==> config.mk <==
export PLATFORM = sky130hd
export DESIGN_NAME = audio_linear_resampler_unit
export DESIGN_NICKNAME = d
export VERILOG_FILES = /design/src/rtl/alr_pkg.sv /design/src/rtl/audio_linear_resampler_unit.sv /design/src/rtl/alr_front.sv /design/src/rtl/alr_cmd_fifo.sv /design/src/rtl/alr_back.sv
export SDC_FILE = /design/constraint.sdc
export NUM_CORES = 2
export LEC_CHECK = 0
export BUFFER_PORTS_ARGS = -buffer_cell sky130_fd_sc_hd__buf_2
export CORE_ASPECT_RATIO = 2
export CORE_UTILIZATION = 45
export CTS_CLUSTER_DIAMETER = 80
export CTS_CLUSTER_SIZE = 12
export DETAILED_ROUTE_END_ITERATION = 16
export SKIP_LAST_GASP = 1
export SLEW_MARGIN = 10
export SYNTH_ARGS = -nofsm -noshare
export SYNTH_HDL_FRONTEND = slang
export SYNTH_HIERARCHICAL = 1
export SYNTH_SLANG_ARGS = --single-unit
==> constraint.sdc <==
create_clock -name clock -period 21 [get_ports clock]
set_input_delay 4.2 -clock clock [delete_from_list [all_inputs] [get_ports clock]]
set_output_delay 4.2 -clock clock [all_outputs]
set_load 0.01 [all_outputs]
==> src/rtl/alr_pkg.sv <==
// Shared types and constants of the linear resampler.
package alr_pkg;

   localparam int SAMPLE_W    = 16;
   localparam int STEP_W      = 21;
   localparam int COUNT_W     = 21;
   localparam int POS_W       = 41;
   localparam int IDX_W       = 17;
   localparam int KEY_W       = 16;
   localparam int FRAC_W      = 16;
   localparam int MAX_RESULTS = 32;
   localparam int RES_W       = 6;
   localparam int FIFO_DEPTH  = 4;
   localparam int FIFO_AW     = 2;
   localparam int CSR_ADDR_W  = 2;
   localparam int CSR_DATA_W  = 21;
   localparam int DIFF_W      = SAMPLE_W + 1;
   localparam int PROD_W      = 2 * DIFF_W;

   localparam logic [STEP_W-1:0] STEP_RESET = STEP_W'(65536);

   typedef enum logic [CSR_ADDR_W-1:0] {
      CSR_STEP  = 2'd0,
      CSR_COUNT = 2'd1,
      CSR_MODE  = 2'd2
   } csr_idx_type;

   typedef struct packed {
      logic [STEP_W-1:0]  step;
      logic [COUNT_W-1:0] count;
      logic               nearest;
   } cfg_type;

   typedef struct packed {
      logic signed [SAMPLE_W-1:0] s0;
      logic signed [SAMPLE_W-1:0] s1;
      logic [KEY_W-1:0]           k;
      logic                       interval;
      logic                       last;
   } cmd_type;

   typedef enum logic {
      BK_IVL,
      BK_FINAL
   } bk_state_type;

endpackage

==> src/rtl/audio_linear_resampler_unit.sv <==
// Top level of the linear interpolating sample-rate converter.
//
// req_*: one signed 16-bit sample per beat, tlast on the final sample of a buffer.
// rsp_*: resampled 16-bit samples; tlast closes the results of one input beat,
//        tuser marks the final output of the buffer.
// csr_*: write-only registers (0 step in Q16, 1 output count, 2 nearest mode),
//        written between buffers.
// A beat's results pass through the command queue, blend stage and output register.
// Throughput: one input beat per cycle while the four-entry command queue has room;
// the output engine gives one result per cycle while the receiver does not stall it.
// Beyond 32 outputs in one interval the extra positions are skipped at one
// per cycle in the output engine.
// Reset clears the registers to step 1.0, count 0, linear mode, and empties the queue
// and the output stages.
// A stalled receiver holds the output beat; the queue fills and req_tready falls only
// once four commands wait.
module audio_linear_resampler_unit import alr_pkg::*; (
   input  logic                         clock,
   input  logic                         reset,
   input  logic                         req_tvalid,
   output logic                         req_tready,
   input  logic signed [SAMPLE_W-1:0]   req_tdata,   // [15:0] in_sample
   input  logic                         req_tlast,
   output logic                         rsp_tvalid,
   input  logic                         rsp_tready,
   output logic signed [SAMPLE_W-1:0]   rsp_tdata,   // [15:0] out_sample
   output logic                         rsp_tlast,
   output logic                         rsp_tuser,   // [0] buffer_end
   input  logic                         csr_we,
   input  logic [CSR_ADDR_W-1:0]        csr_addr,
   input  logic [CSR_DATA_W-1:0]        csr_wdata
);

   cfg_type cfg_ff, cfg_in;
   logic    q_full, q_empty, q_push, q_pop;
   cmd_type q_cmd, q_head;

   always_comb begin
      cfg_in = cfg_ff;
      if (csr_we) begin
         unique case (csr_addr)
            CSR_STEP:  cfg_in.step    = csr_wdata[STEP_W-1:0];
            CSR_COUNT: cfg_in.count   = csr_wdata[COUNT_W-1:0];
            CSR_MODE:  cfg_in.nearest = csr_wdata[0];
            default:   cfg_in = cfg_ff;
         endcase
      end
   end

   always_ff @(posedge clock) begin
      if (reset) begin
         cfg_ff.step    <= STEP_RESET;
         cfg_ff.count   <= '0;
         cfg_ff.nearest <= 1'b0;
      end else begin
         cfg_ff <= cfg_in;
      end
   end

   alr_front u_front (
      .clock      (clock),
      .reset      (reset),
      .req_tvalid (req_tvalid),
      .req_tready (req_tready),
      .req_tdata  (req_tdata),
      .req_tlast  (req_tlast),
      .q_full     (q_full),
      .q_push     (q_push),
      .q_cmd      (q_cmd)
   );

   alr_cmd_fifo u_fifo (
      .clock    (clock),
      .reset    (reset),
      .push     (q_push),
      .push_cmd (q_cmd),
      .pop      (q_pop),
      .full     (q_full),
      .empty    (q_empty),
      .head     (q_head)
   );

   alr_back u_back (
      .clock      (clock),
      .reset      (reset),
      .cfg        (cfg_ff),
      .cmd_valid  (!q_empty),
      .cmd        (q_head),
      .cmd_pop    (q_pop),
      .rsp_tvalid (rsp_tvalid),
      .rsp_tready (rsp_tready),
      .rsp_tdata  (rsp_tdata),
      .rsp_tlast  (rsp_tlast),
      .rsp_tuser  (rsp_tuser)
   );

endmodule

==> src/rtl/alr_front.sv <==
// Input side: takes sample beats, tracks the interval and queues work for the back end.
module alr_front import alr_pkg::*; (
   input  logic                       clock,
   input  logic                       reset,
   input  logic                       req_tvalid,
   output logic                       req_tready,
   input  logic signed [SAMPLE_W-1:0] req_tdata,   // [15:0] in_sample
   input  logic                       req_tlast,
   input  logic                       q_full,
   output logic                       q_push,
   output cmd_type                    q_cmd
);

   logic [IDX_W-1:0]           k_ff, k_in;
   logic signed [SAMPLE_W-1:0] prev_ff, prev_in;
   logic                       have_ff, have_in;
   logic                       accept;
   logic                       over;
   logic                       interval;
   logic signed [SAMPLE_W-1:0] x;

   assign req_tready = !q_full;

   always_comb begin
      accept   = req_tvalid && req_tready;
      over     = k_ff[IDX_W-1];
      x        = over ? prev_ff : req_tdata;
      interval = !over && have_ff;
      q_cmd.s0       = prev_ff;
      q_cmd.s1       = x;
      q_cmd.k        = k_ff[KEY_W-1:0];
      q_cmd.interval = interval;
      q_cmd.last     = req_tlast;
      q_push   = accept && (interval || req_tlast);
      k_in     = k_ff;
      prev_in  = prev_ff;
      have_in  = have_ff;
      if (accept) begin
         if (req_tlast) begin
            k_in    = '0;
            prev_in = '0;
            have_in = 1'b0;
         end else if (!over) begin
            k_in    = k_ff + IDX_W'(1);
            prev_in = x;
            have_in = 1'b1;
         end
      end
   end

   always_ff @(posedge clock) begin
      if (reset) begin
         k_ff    <= '0;
         prev_ff <= '0;
         have_ff <= 1'b0;
      end else begin
         k_ff    <= k_in;
         prev_ff <= prev_in;
         have_ff <= have_in;
      end
   end

endmodule

==> src/rtl/alr_cmd_fifo.sv <==
// Short command queue between the front and back ends.
module alr_cmd_fifo import alr_pkg::*; (
   input  logic    clock,
   input  logic    reset,
   input  logic    push,
   input  cmd_type push_cmd,
   input  logic    pop,
   output logic    full,
   output logic    empty,
   output cmd_type head
);

   cmd_type            mem_ff [FIFO_DEPTH];
   logic [FIFO_AW:0]   wr_ff, wr_in;
   logic [FIFO_AW:0]   rd_ff, rd_in;

   always_comb begin
      empty = (wr_ff == rd_ff);
      full  = (wr_ff[FIFO_AW] != rd_ff[FIFO_AW]) &&
              (wr_ff[FIFO_AW-1:0] == rd_ff[FIFO_AW-1:0]);
      head  = mem_ff[rd_ff[FIFO_AW-1:0]];
      wr_in = (push && !full) ? wr_ff + (FIFO_AW+1)'(1) : wr_ff;
      rd_in = (pop && !empty) ? rd_ff + (FIFO_AW+1)'(1) : rd_ff;
   end

   always_ff @(posedge clock) begin
      if (reset) begin
         wr_ff <= '0;
         rd_ff <= '0;
      end else begin
         wr_ff <= wr_in;
         rd_ff <= rd_in;
      end
   end

   always_ff @(posedge clock) begin
      if (push && !full) begin
         mem_ff[wr_ff[FIFO_AW-1:0]] <= push_cmd;
      end
   end

endmodule

==> src/rtl/alr_back.sv <==
// Output side: walks output positions per command, blends and drives result beats.
module alr_back import alr_pkg::*; (
   input  logic                       clock,
   input  logic                       reset,
   input  cfg_type                    cfg,
   input  logic                       cmd_valid,
   input  cmd_type                    cmd,
   output logic                       cmd_pop,
   output logic                       rsp_tvalid,
   input  logic                       rsp_tready,
   output logic signed [SAMPLE_W-1:0] rsp_tdata,   // [15:0] out_sample
   output logic                       rsp_tlast,
   output logic                       rsp_tuser    // [0] buffer_end
);

   bk_state_type               state_ff, state_in;
   logic [COUNT_W-1:0]         oi_ff, oi_in;
   logic [POS_W-1:0]           pos_ff, pos_in;
   logic [RES_W-1:0]           n_ff, n_in;

   logic                       in_ivl;
   logic [POS_W-1:0]           lim;
   logic                       oi_lt, pos_lt, cap;
   logic [POS_W:0]             pos_sum;
   logic [POS_W-1:0]           pos_adv;
   logic [COUNT_W:0]           oi_inc;
   logic                       nxt_oi_lt, nxt_pos_lt, nxt_cap, nxt_emit;
   logic                       run_end, buf_end, drop_pending;
   logic                       want_emit, emit, drop, finish, go_final;

   logic signed [SAMPLE_W-1:0] base;
   logic signed [DIFF_W-1:0]   diff;
   logic signed [DIFF_W-1:0]   frac;
   logic signed [PROD_W-1:0]   prod;

   logic                       s1_valid_ff, s1_valid_in;
   logic signed [SAMPLE_W-1:0] s1_base_ff;
   logic signed [PROD_W-1:0]   s1_prod_ff;
   logic                       s1_run_end_ff, s1_buf_end_ff;
   logic                       out_valid_ff, out_valid_in;
   logic signed [SAMPLE_W-1:0] out_data_ff;
   logic                       out_last_ff, out_user_ff;
   logic                       out_ready, s1_ready;

   logic signed [PROD_W-1:0]   acc;
   logic                       bump;
   logic signed [SAMPLE_W-1:0] blend;

   always_comb begin
      out_ready  = !out_valid_ff || rsp_tready;
      s1_ready   = !s1_valid_ff || out_ready;

      in_ivl     = (state_ff == BK_IVL) && cmd.interval;
      lim        = POS_W'({cmd.k, {FRAC_W{1'b0}}});
      oi_lt      = oi_ff < cfg.count;
      pos_lt     = pos_ff < lim;
      cap        = (n_ff == RES_W'(MAX_RESULTS));
      pos_sum    = {1'b0, pos_ff} + (POS_W+1)'(cfg.step);
      pos_adv    = pos_sum[POS_W] ? {POS_W{1'b1}} : pos_sum[POS_W-1:0];
      oi_inc     = {1'b0, oi_ff} + (COUNT_W+1)'(1);
      nxt_oi_lt  = oi_inc < {1'b0, cfg.count};
      nxt_pos_lt = pos_adv < lim;
      nxt_cap    = (n_ff == RES_W'(MAX_RESULTS - 1));
      buf_end    = (oi_inc == {1'b0, cfg.count});
      nxt_emit   = !nxt_cap && nxt_oi_lt && (!in_ivl || nxt_pos_lt || cmd.last);
      run_end    = !nxt_emit;
      drop_pending = in_ivl && !cmd.last && nxt_oi_lt && nxt_pos_lt;

      want_emit  = cmd_valid && oi_lt && !cap && (!in_ivl || pos_lt);
      emit       = want_emit && s1_ready;
      drop       = cmd_valid && in_ivl && oi_lt && pos_lt && cap && !cmd.last;

      finish     = 1'b0;
      go_final   = 1'b0;
      if (emit) begin
         if (run_end && !drop_pending) begin
            finish = 1'b1;
         end else if (in_ivl && !(nxt_oi_lt && nxt_pos_lt)) begin
            go_final = 1'b1;
         end
      end else if (cmd_valid && !want_emit && !drop) begin
         if (in_ivl && cmd.last && !(oi_lt && pos_lt)) begin
            go_final = 1'b1;
         end else begin
            finish = 1'b1;
         end
      end
      cmd_pop = finish;
   end

   always_comb begin
      state_in = state_ff;
      priority if (finish) begin
         state_in = BK_IVL;
      end else if (go_final) begin
         state_in = BK_FINAL;
      end else begin
         state_in = state_ff;
      end
   end

   always_comb begin
      oi_in  = oi_ff;
      pos_in = pos_ff;
      n_in   = n_ff;
      if (emit || drop) begin
         oi_in  = oi_inc[COUNT_W-1:0];
         pos_in = pos_adv;
      end
      if (emit) begin
         n_in = n_ff + RES_W'(1);
      end
      if (finish) begin
         n_in = '0;
         if (cmd.last) begin
            oi_in  = '0;
            pos_in = '0;
         end
      end
   end

   always_comb begin
      frac = {1'b0, pos_ff[FRAC_W-1:0]};
      if (in_ivl && !cfg.nearest) begin
         base = cmd.s0;
         diff = {cmd.s1[SAMPLE_W-1], cmd.s1} - {cmd.s0[SAMPLE_W-1], cmd.s0};
      end else if (in_ivl) begin
         base = cmd.s0;
         diff = '0;
      end else begin
         base = cmd.s1;
         diff = '0;
      end
      prod = diff * frac;
   end

   always_comb begin
      acc   = {{(PROD_W-SAMPLE_W-FRAC_W){s1_base_ff[SAMPLE_W-1]}}, s1_base_ff,
               {FRAC_W{1'b0}}} + s1_prod_ff;
      bump  = acc[PROD_W-1] && (acc[FRAC_W-1:0] != '0);
      blend = acc[FRAC_W+SAMPLE_W-1:FRAC_W] + {{(SAMPLE_W-1){1'b0}}, bump};
      s1_valid_in  = s1_ready ? emit : s1_valid_ff;
      out_valid_in = out_ready ? s1_valid_ff : out_valid_ff;
   end

   always_ff @(posedge clock) begin
      if (reset) begin
         state_ff     <= BK_IVL;
         oi_ff        <= '0;
         pos_ff       <= '0;
         n_ff         <= '0;
         s1_valid_ff  <= 1'b0;
         out_valid_ff <= 1'b0;
      end else begin
         state_ff     <= state_in;
         oi_ff        <= oi_in;
         pos_ff       <= pos_in;
         n_ff         <= n_in;
         s1_valid_ff  <= s1_valid_in;
         out_valid_ff <= out_valid_in;
      end
   end

   always_ff @(posedge clock) begin
      if (emit) begin
         s1_base_ff    <= base;
         s1_prod_ff    <= prod;
         s1_run_end_ff <= run_end;
         s1_buf_end_ff <= buf_end;
      end
      if (out_ready && s1_valid_ff) begin
         out_data_ff <= blend;
         out_last_ff <= s1_run_end_ff;
         out_user_ff <= s1_buf_end_ff;
      end
   end

   assign rsp_tvalid = out_valid_ff;
   assign rsp_tdata  = out_data_ff;
   assign rsp_tlast  = out_last_ff;
   assign rsp_tuser  = out_user_ff;

endmodule

==> summary.md <==
| Metric | Value |
|---|---|
| Final Hold Fails | `0` |
| Routed vias | `24200` |
| 1st-iter DRT viols | `1149` |
| H-tree Lvls | `2` |
| # Max-Cap Violations | `0` |
| Slowest-stage cell, CP | `fa_1` |
| Fmax | `96.3 MHz` |
| PwrDens | `134 nW/um2` |
| Power share of the clock group | `14.4%` |
| Seq pwr share | `24.8%` |
| Register area share after synthesis | `33.6%` |
| Die W | `195 um` |
| GRT overflow | `0` |
| Place WS | `10.64 ns` |
| ANT nets after route | `0` |
| Top FF cell, synth | `edfxtp_1` |
| DR DRC count | `0` |
| Fraction of registers with async set/reset | `0%` |
| Max incr delay on CP | `0.77 ns` |
| Row cnt | `140` |
| Mean Syn Cell Area | `10.3 um2` |
| Fin Setup TNS | `0 ns` |
| Compound-gate portion of the synthesized area | `10.2%` |
| # diodes | `0` |
| Die Ht | `387 um` |
| Syn Nets | `3795` |
| Tot Pwr | `4.78 mW` |
| Synth Instances | `3250` |
| Post-route setup slack | `10.61 ns` |
| Worst setup EP type | `flip-flop` |
| Clock Path Buffers | `3` |
| Post-CTS Setup Bufs | `0` |
| Synth Area in Adders | `25.1%` |
| Critical path arrival | `10.69 ns` |
| RePlAce Congestion | `0.928` |
| Leakage | `15.2 nW` |
| Critical Path Source Type | `flip-flop` |
| Post-synth design cell area | `33400 um2` |
| Clk sink count | `426` |
| Clock-pin slew on the worst setup and hold paths | `0.06 ns` |
| Starting Density | `45.7%` |
| Part of the cycle the worst path needs | `49.5%` |
| Num CTS Buffers | `41` |
| Detailed placer's ending HPWL | `68000 um` |
| Placed cells | `4129` |
| CTS tree | `yes` |
| Simple-gate portion of the synthesized area | `14.4%` |
| Total global routing track utilization | `24.3%` |
| Clk Latency, worst-skew pair | `0.58 ns` |
| Post-synthesis xor/xnor area fraction | `3.74%` |
| Finished Layout Cells | `4195` |
| Die Footprint | `75400 um2` |
| # resized after CTS | `0` |
| Nets | `3794` |
| First-pass GRT wire length | `141000 um` |
| Minimum clock period | `10.39 ns` |
| Relative slew slack | `29.5%` |
| Setup violations, final | `0` |
| Max Clock Skew | `0.0169 ns` |
| RSZ-0062 raised after global routing | `no` |
| Internal power | `2.55 mW` |
| Core area | `73000 um2` |
| HP Class | `reg -> reg` |
| WL final | `89400 um` |
| Buf/Inv on CP | `5` |
| Peak VDD IR | `0.0000711 V` |
| Routed WL per cell | `21.3 um` |
| Mux cell area share after synthesis | `5.55%` |
| Required time at the endpoint of the critical path | `21.30 ns` |
| Clock Tree Root | `clkbuf_16` |
| Most used cell along the critical path | `fa_1` |
| CTS Hold Bufs | `0` |
| Unique masters post-synth | `90` |
| Router iterations before antenna repair | `7` |
| Share of cells above drive strength 1 | `8.83%` |
| Worst-path fanout max | `34` |
| Comb pwr share | `60.8%` |
| Vias per std cell | `5.76` |
| Worst-margin pin slew | `1.05 ns` |
| Layout area overhead | `7.08%` |
| Largest net degree at the start of global routing | `84` |
| Initial antenna violation count | `1` |
| Main combinational cell family by area after synthesis | `adder cells` |
| Yosys warns | `6` |
| Status | `finished, final reports clean` |
| Net Sw Frac | `46.7%` |
| Number of synthesized register bits | `426` |
| EDFF count, synth | `270` |
| Top-level port count | `65` |
| Fin. max-slew vios | `0` |
| Final Util | `48.9%` |
| CP delay by family, top | `adder cells` |
| Switching power | `2.23 mW` |
| Buffers added on ports | `64` |
| Setup CP Type | `reg -> reg` |
| Vias in the first global route | `26000` |
[per-stage QoR]
step	hold slack [ns]	instance area [um2]
2_1_floorplan	0.400	33400
6_report	0.478	35800
3_5_place_dp	0.470	34600
4_1_cts	0.479	35800
5_1_grt	0.498	35800
3_3_place_gp	0.465	34600
[routing by layer]
metal	track usage [%]	vias up	wire, um
met4	16.0	0	6190
met1	24.7	12100	31300
met3	2.46	279	3290
met5	0	-	0
met2	46.2	682	48600
li1	-	11100	-
[cell families (layout without fill, tap and decap cells)]
| group | after synthesis | count (layout) |
|---|---|---|
| AND/OR/NAND/NOR | 953 | 953 |
| buffers and inverters | 614 | 636 |
| adder cells (fa/ha/maj) | 504 | 504 |
| AO/OA/AOI/OAI | 492 | 492 |
| flip-flops | 426 | 426 |
| XOR/XNOR | 141 | 141 |
| multiplexers | 120 | 120 |
[power groups by stage]
stage / combinational [mW] / sequential, mW / clock [mW]
after detailed placement: 2.91 / 1.20 / 0
after global placement: 2.85 / 1.20 / 0
final: 2.91 / 1.19 / 0.688
after floorplan: 2.07 / 1.17 / 0
after global routing: 3.27 / 1.20 / 0.737
after CTS: 2.93 / 1.19 / 0.714
[area by class of cell]
cell class	instances	area, um2
clock buffer	63	1120
clock inverter	3	51.3
fill	6665	37300
inverter	454	1700
multi-input combinational	2210	19800
sequential	426	11200
tap	923	1150
timing repair buffer	116	713
[final timing paths]
check | to | slack, ns | start | cells after the start
min reg2reg | cfg_ff[17]$_SDFFE_PP0P_ | 0.48 | cfg_ff[17]$_SDFFE_PP0P_ | 2
max | u_back/s1_prod_ff[33]$_DFFE_PP_ | 10.61 | flip-flop | 34
max reg2reg | u_back/s1_prod_ff[33]$_DFFE_PP_ | 10.61 | flip-flop | 34
min | cfg_ff[17]$_SDFFE_PP0P_ | 0.48 | cfg_ff[17]$_SDFFE_PP0P_ | 2
[cells in the mapped netlist, drive strengths merged, types with 5 or more instances]
cell,number,area (um2)
a2111oi,5,43.8
a211o,8,71.3
a211oi,25,205
a21boi,8,60.1
a21o,33,248
a21oi,93,473
a22oi,17,128
a311oi,45,400
a31oi,24,150
and2,100,626
and3,53,332
and4,17,149
buf,48,315
clkbuf,112,434
dfxtp,156,3120
edfxtp,270,8110
fa,276,5530
ha,224,2800
inv,454,1700
mux2,22,248
mux2i,48,480
mux4,50,1130
nand2,246,923
nand2b,81,507
nand3,68,340
nand3b,11,86.3
nand4,30,188
nor2,204,766
nor2b,21,131
nor3,60,330
nor3b,7,57.6
nor4,21,131
o211a,5,50.1
o211ai,18,145
o21a,24,180
o21ai,109,549
o21bai,7,56.3
o311ai,21,184
o31a,9,78.8
o31ai,8,60.1
or2,14,87.6
or3,7,43.8
xnor2,72,631
xor2,68,596
[sequential cells by signal (all words and copies together), names as in the netlist, 3 cells and up, named ones only]
register	count
u_back/rsp_tdata	16
u_front/prev_ff	16
u_fifo/rd_ff	3
u_front/k_ff	17
u_back/s1_base_ff	16
u_back/oi_ff	21
u_back/s1_prod_ff	34
u_fifo/wr_ff	3
cfg_ff	43
u_back/pos_ff	41
u_back/n_ff	6
u_fifo/mem_ff	200
[cells in the final DEF (no fill, tap or decap), types with 21 or more instances in the layout]
cell and count:
a21oi_1 91, dfxtp_1 154, o311ai_0 21, ha_1 224, buf_2 63, edfxtp_1 270, inv_1 454, a211oi_1 22
clkbuf_1 21, clkbuf_16 41, xor2_1 68, and2_1 97, nand3_1 68, xnor2_1 72, and3_1 53, mux4_2 50
o21a_1 24, nand2b_1 81, a311oi_1 44, buf_4 53, nand2_1 246, mux2i_1 48, nand4_1 30, fa_1 276
a21o_1 33, nor2_1 203, a31oi_1 23, o21ai_0 102, mux2_2 22, nor3_1 54, nor4_1 21
[worst reg2reg max path: cells and delay by family, from the launching register on]
family / cells / cell delay, ns
xor gates and xnor gates: 3 / 0.99
and+or+nand+nor: 4 / 0.37
muxes: 1 / 0.62
DFF: 1 / 0.55
buffers and inverters: 5 / 1.15
adders and majority gates: 7 / 3.59
AOI/OAI and AO/OA: 14 / 2.84
(Power assumes the default switching activity.)
